--- config.mk ---
export PLATFORM = sky130hd
export DESIGN_NAME = tdl_history
export DESIGN_NICKNAME = d
export VERILOG_FILES = /design/src/hdl/tdl_pkg.sv /design/src/hdl/tdl_history.sv
export SDC_FILE = /design/constraint.sdc
export NUM_CORES = 2
export LEC_CHECK = 0
export BUFFER_PORTS_ARGS = -buffer_cell sky130_fd_sc_hd__buf_4
export CAP_MARGIN = 40
export CORE_MARGIN = 1
export CORE_UTILIZATION = 40
export DETAILED_ROUTE_END_ITERATION = 16
export SYNTH_ARGS = -nofsm -noshare
export SYNTH_HDL_FRONTEND = slang
export SYNTH_SLANG_ARGS = --single-unit
--- constraint.sdc ---
create_clock -name clk -period 1.95 [get_ports clk]
set_clock_uncertainty 0.1 [all_clocks]
set_input_delay 0.0975 -clock clk [delete_from_list [all_inputs] [get_ports clk]]
set_output_delay 0.0975 -clock clk [all_outputs]
set_load 0.01 [all_outputs]
--- src/hdl/tdl_pkg.sv ---
// shared constants, types and helpers for the tapped delay line
package tdl_pkg;

	localparam int MAX_LAG     = 31;
	localparam int LANES       = 4;
	localparam int MAX_TAPS    = 8;
	localparam int DEPTH       = MAX_LAG + 1;
	localparam int IDX_W       = $clog2(DEPTH);
	localparam int SAMPLE_W    = 16;
	localparam int LAG_FIELD_W = 5;
	localparam int LAG_WORDS   = 8;
	localparam int LAGS_W      = LAG_FIELD_W * LAG_WORDS;
	localparam int TAP_W       = 3;
	localparam int TCNT_W      = 4;
	localparam int VEC_W       = LANES * SAMPLE_W;
	localparam int IN_USER_W   = 1;
	localparam int OUT_USER_W  = 1 + TAP_W;
	localparam int CFG_IDX_W   = 2;
	localparam int CFG_DATA_W  = LAGS_W;

	// register indexes on the configuration port
	localparam logic [CFG_IDX_W-1:0] REG_SLEEP_MODE  = 2'd0;
	localparam logic [CFG_IDX_W-1:0] REG_SLEEP_VALUE = 2'd1;
	localparam logic [CFG_IDX_W-1:0] REG_TAP_COUNT   = 2'd2;
	localparam logic [CFG_IDX_W-1:0] REG_TAP_LAGS    = 2'd3;

	// item kinds
	localparam logic CMD_SAMPLE  = 1'b0;
	localparam logic CMD_RESTART = 1'b1;

	// sleep modes
	localparam logic [1:0] MODE_NONE  = 2'd0;
	localparam logic [1:0] MODE_FIXED = 2'd1;
	localparam logic [1:0] MODE_FIRST = 2'd2;

	typedef logic [LANES-1:0][SAMPLE_W-1:0] vec_t;

	typedef struct packed {
		logic                push;
		logic                restart;
		logic                spread;
		vec_t                sample;
		logic [SAMPLE_W-1:0] fill;
	} hist_ctl_t;

	// lag word of tap k, saturated to the deepest slot of the history (MAX_LAG)
	function automatic logic [IDX_W-1:0] tap_lag(input logic [LAGS_W-1:0] lags,
			input logic [TAP_W-1:0] k);
		logic [LAG_FIELD_W-1:0] raw;
		raw = lags[k*LAG_FIELD_W +: LAG_FIELD_W];
		if (int'(raw) > MAX_LAG) begin
			return IDX_W'(MAX_LAG);
		end
		return IDX_W'(raw);
	endfunction

endpackage

--- src/hdl/tdl_history.sv ---
// history of sample vectors: shift line with restart fill and one read port
module tdl_history (
	input  logic               clk,
	input  logic               arst_n,
	input  tdl_pkg::hist_ctl_t ctl,
	input  logic [tdl_pkg::IDX_W-1:0] rd_lag,
	output tdl_pkg::vec_t      rd_vec
);
	import tdl_pkg::*;

	vec_t hist_q [DEPTH];
	vec_t fill_vec;

	always_comb begin
		for (int l = 0; l < LANES; l++) begin
			fill_vec[l] = ctl.fill;
		end
	end

	always_ff @(posedge clk or negedge arst_n) begin
		if (!arst_n) begin
			for (int d = 0; d < DEPTH; d++) begin
				hist_q[d] <= '0;
			end
		end else if (ctl.restart) begin
			for (int d = 0; d < DEPTH; d++) begin
				hist_q[d] <= fill_vec;
			end
		end else if (ctl.push) begin
			// first sample after restart in first-value mode fills every slot
			if (ctl.spread) begin
				for (int d = 0; d < DEPTH; d++) begin
					hist_q[d] <= ctl.sample;
				end
			end else begin
				hist_q[0] <= ctl.sample;
				for (int d = 1; d < DEPTH; d++) begin
					hist_q[d] <= hist_q[d-1];
				end
			end
		end
	end

	assign rd_vec = hist_q[rd_lag];

endmodule

==> key figures <==
Die
  • DIE AREA: 0.296 mm2
  • # rows: 198
  • Die height: 545 um
  • Die Wd: 545 um
  • Ports: 154
  • Area of the core: 0.292 mm2
  • Initial core utilization: 0.403

GRT
  • Vias in the first global route: 97800
  • Congestion Overflow GR: 0
  • Initial antenna violation count: 25
  • GRT Total Usage: 0.241
  • Largest net degree at the start of global routing: 160
  • First-pass GRT wire length: 578 mm

Worst setup path
  • Worst-path cell with the longest stage delay: dlygate4sd3_1
  • Startpoint class of the critical path: input pin
  • Worst Path Buf+Inv: 6
  • CP Data Required Time: 2.61 ns
  • CP peak stage delay: 1.16 ns
  • CP Class: in -> reg
  • R2r worst-path depth: 5
  • Crit path max-delay family: buffers and inverters
  • Crit. path cell count: 9
  • Critical Path AT: 3.42 ns
  • Maximum fanout along the worst path: 37
  • Nature of the critical path endpoint: flop
  • Crit path cell chain: buf_16, dlygate4sd3_1, buf_16, buf_12, buf_4, nor2b_1, a211oi_1, nor2_1, dlygate4sd3_1

Yosys
  • Largest cells by area after synthesis: dfrtp_1 (44%), nand2b_1 (11%), o21ai_0 (8.9%), mux4_2 (8.3%), a311o_1 (8.0%)
  • Number of flops mapped to enable cells by yosys: 0
  • Synth top area share: 0.435
  • Synth area leader: dfrtp_1
  • FF+latch count, synth: 2048
  • Ys Warns: 0
  • Syn nets: 12900
  • Count leader, synth: o21ai_0
  • Combined area of all synthesized cells: 0.118 mm2
  • Asr flop ratio synth: 1.00
  • Mean Syn Cell Area: 9.22 um2
  • Most used DFF post-synth: dfrtp_1
  • Post-synthesis sequential area ratio: 0.435
  • Synth cell count leaders: o21ai_0 (2088), dfrtp_1 (2048), nand2b_1 (1986)
  • Cell count after synthesis: 12800
  • Synth cell types: 41

Route
  • Vias: 101000
  • TritonRoute pass-1 iters: 8
  • # DRC: 0
  • Detailed Route WL: 366 mm
  • ANT nets after route: 0
  • WL/cell: 21.5 um
  • Iter 0 DRT Violations: 10900
  • Vias/cell: 5.95

Outcome
  • Failing checks: negative setup slack
  • Status: complete, but fails checks

Timing
  • Final WS setup: -0.810 ns
  • Final Cycle Share: 1.42
  • F_max: 0.362 GHz
  • Final Setup Violations: 1265
  • Max-slew headroom: 0.382
  • Final slew viol count: 0
  • Tmin final: 2.76 ns
  • Unrepaired setup endpoints after global routing: true
  • Fin Setup TNS: -175.13 ns
  • Worst-margin pin slew: 0.924 ns
  • Final Hold Viols: 0

Power
  • Leak Pwr: 0.0593 uW
  • Pwr dens: 832 mW/mm2
  • VDD IR max: 819 uV

Placed design
  • DP HPWL: 228 mm
  • I/O Buffers: 153
  • Worst slack at placement: -1.01 ns
  • Gpl congestion: 0.843

Job
  • # Max-Cap Violations: 0

Min path
  • Hold Path Class: in -> reg
  • Worst hold path stage count: 3

Layout
  • Filler cells: 26600
  • Multi-input gate area: 0.0629 mm2
  • Largest register FFs: 2048
  • Nets: 13100
  • Synthesis-to-finish area growth: 20.4%
  • Share of layout cells above drive strength 1: 0.180
  • Biggest register: hist_q
  • Largest registers: hist_q x2048
  • FF/Latch Area: 0.0513 mm2

Clock network
  • H-tree levels: 4
  • CTS tree: built
  • CTS Buffer Depth: 4
  • CTS Buf Count: 231
  • Root Driver: clkbuf_16
  • Sink Count: 2048
  • Worst-path clk slew: 0.06 ns
  • Clock Latency Late Sink: 0.89 ns
-- kinds of logic (layout without fill, tap and decap cells) --
logic type,Yosys count,count (layout),synth area share
multiplexers,580,580,0.0977
AO/OA/AOI/OAI,3383,3383,0.189
buffers and inverters,1487,1865,0.0529
AND/OR/NAND/NOR,5266,5266,0.225
flip-flops,2048,2048,0.435
other,0,13,0
-- power breakdown --
part	leakage (uW)	internal [uW]	switching [uW]
Sequential	0.0245	46700	3310
Clock	0.00375	25700	18300
Combinational	0.0311	11200	12700
Total	0.0593	83700	34300
-- stage by stage --
stage                     total power [uW]  hold slack (ns)  cell area, um2  utilization  std cells
after floorplan                      63500           -0.298          118000            -      12800
after CTS                           118000          0.00870          141000        0.483      17000
after global placement               71300          -0.0828          128000        0.438      16200
after detailed placement             72200          -0.0849          128000        0.439      16200
after global routing                123000          0.00608          142000        0.486      17100
final                               118000           0.0566          142000        0.486      17100
-- final cells by class --
class,instances,share of cell area
Antenna cell,13,0.000230
Sequential cell,2048,0.362
Multi-Input combinational cell,9229,0.444
Timing Repair Buffer,1450,0.107
Clock inverter,63,0.00437
Tap cell,3900,0.0344
Clock buffer,352,0.0489
-- per-layer routing --
metal | track usage | routed length (um)
met5 | 0 | 72
met4 | 0.0820 | 13100
met3 | 0.0325 | 21700
met2 | 0.388 | 173000
met1 | 0.334 | 159000
-- worst reg2reg max path: cells and delay by family, from the launching register on --
kind                   cells  cell delay, ns
AOI/OAI and AO/OA          1            0.26
buffers and inverters      2            0.75
DFF                        1            0.44
and+or+nand+nor            2            0.20
-- path summary, 6_finish.rpt --
kind	startpoint	end	slack, ns
setup reg to reg	hist_q[2006]	hist_q[2006]	0.08
setup / recovery	ctl[82]	hist_q[1984]	-0.81
min in group asynchronous	arst_n	hist_q[481]	0.47
hold / removal	ctl[81]	hist_q[938]	0.06
hold reg to reg	hist_q[45]	hist_q[45]	0.49
max in group asynchronous	arst_n	hist_q[487]	0.35
-- what timing repair did --
item | in CTS | in global routing
setup buffers | 191 | 48
hold endpoints to repair | 4096 | 150
hold buffers | 192 | 1
pin swaps | 119 | 68
gates resized for setup | 360 | 64
cloned | 0 | 2
setup endpoints to repair | 64 | 1363
-- layout by cell type (no fill, tap or decap), types with 41 or more instances in the layout --
master / instances
mux4_2: 447
clkbuf_8: 59
a211oi_1: 64
nand2b_1: 1985
buf_4: 943
a311o_1: 940
nor2_1: 1011
o21ai_0: 2088
mux2i_1: 124
clkinv_2: 45
o22ai_4: 66
nand3_1: 1070
dfrtp_1: 2045
nand2_1: 1013
a22oi_1: 53
buf_12: 283
nor4_4: 41
clkbuf_16: 237
clkbuf_1: 57
nor2b_1: 86
o22ai_2: 123
dlygate4sd3_1: 189
No activity file was read; power rests on OpenSTA's default activity.
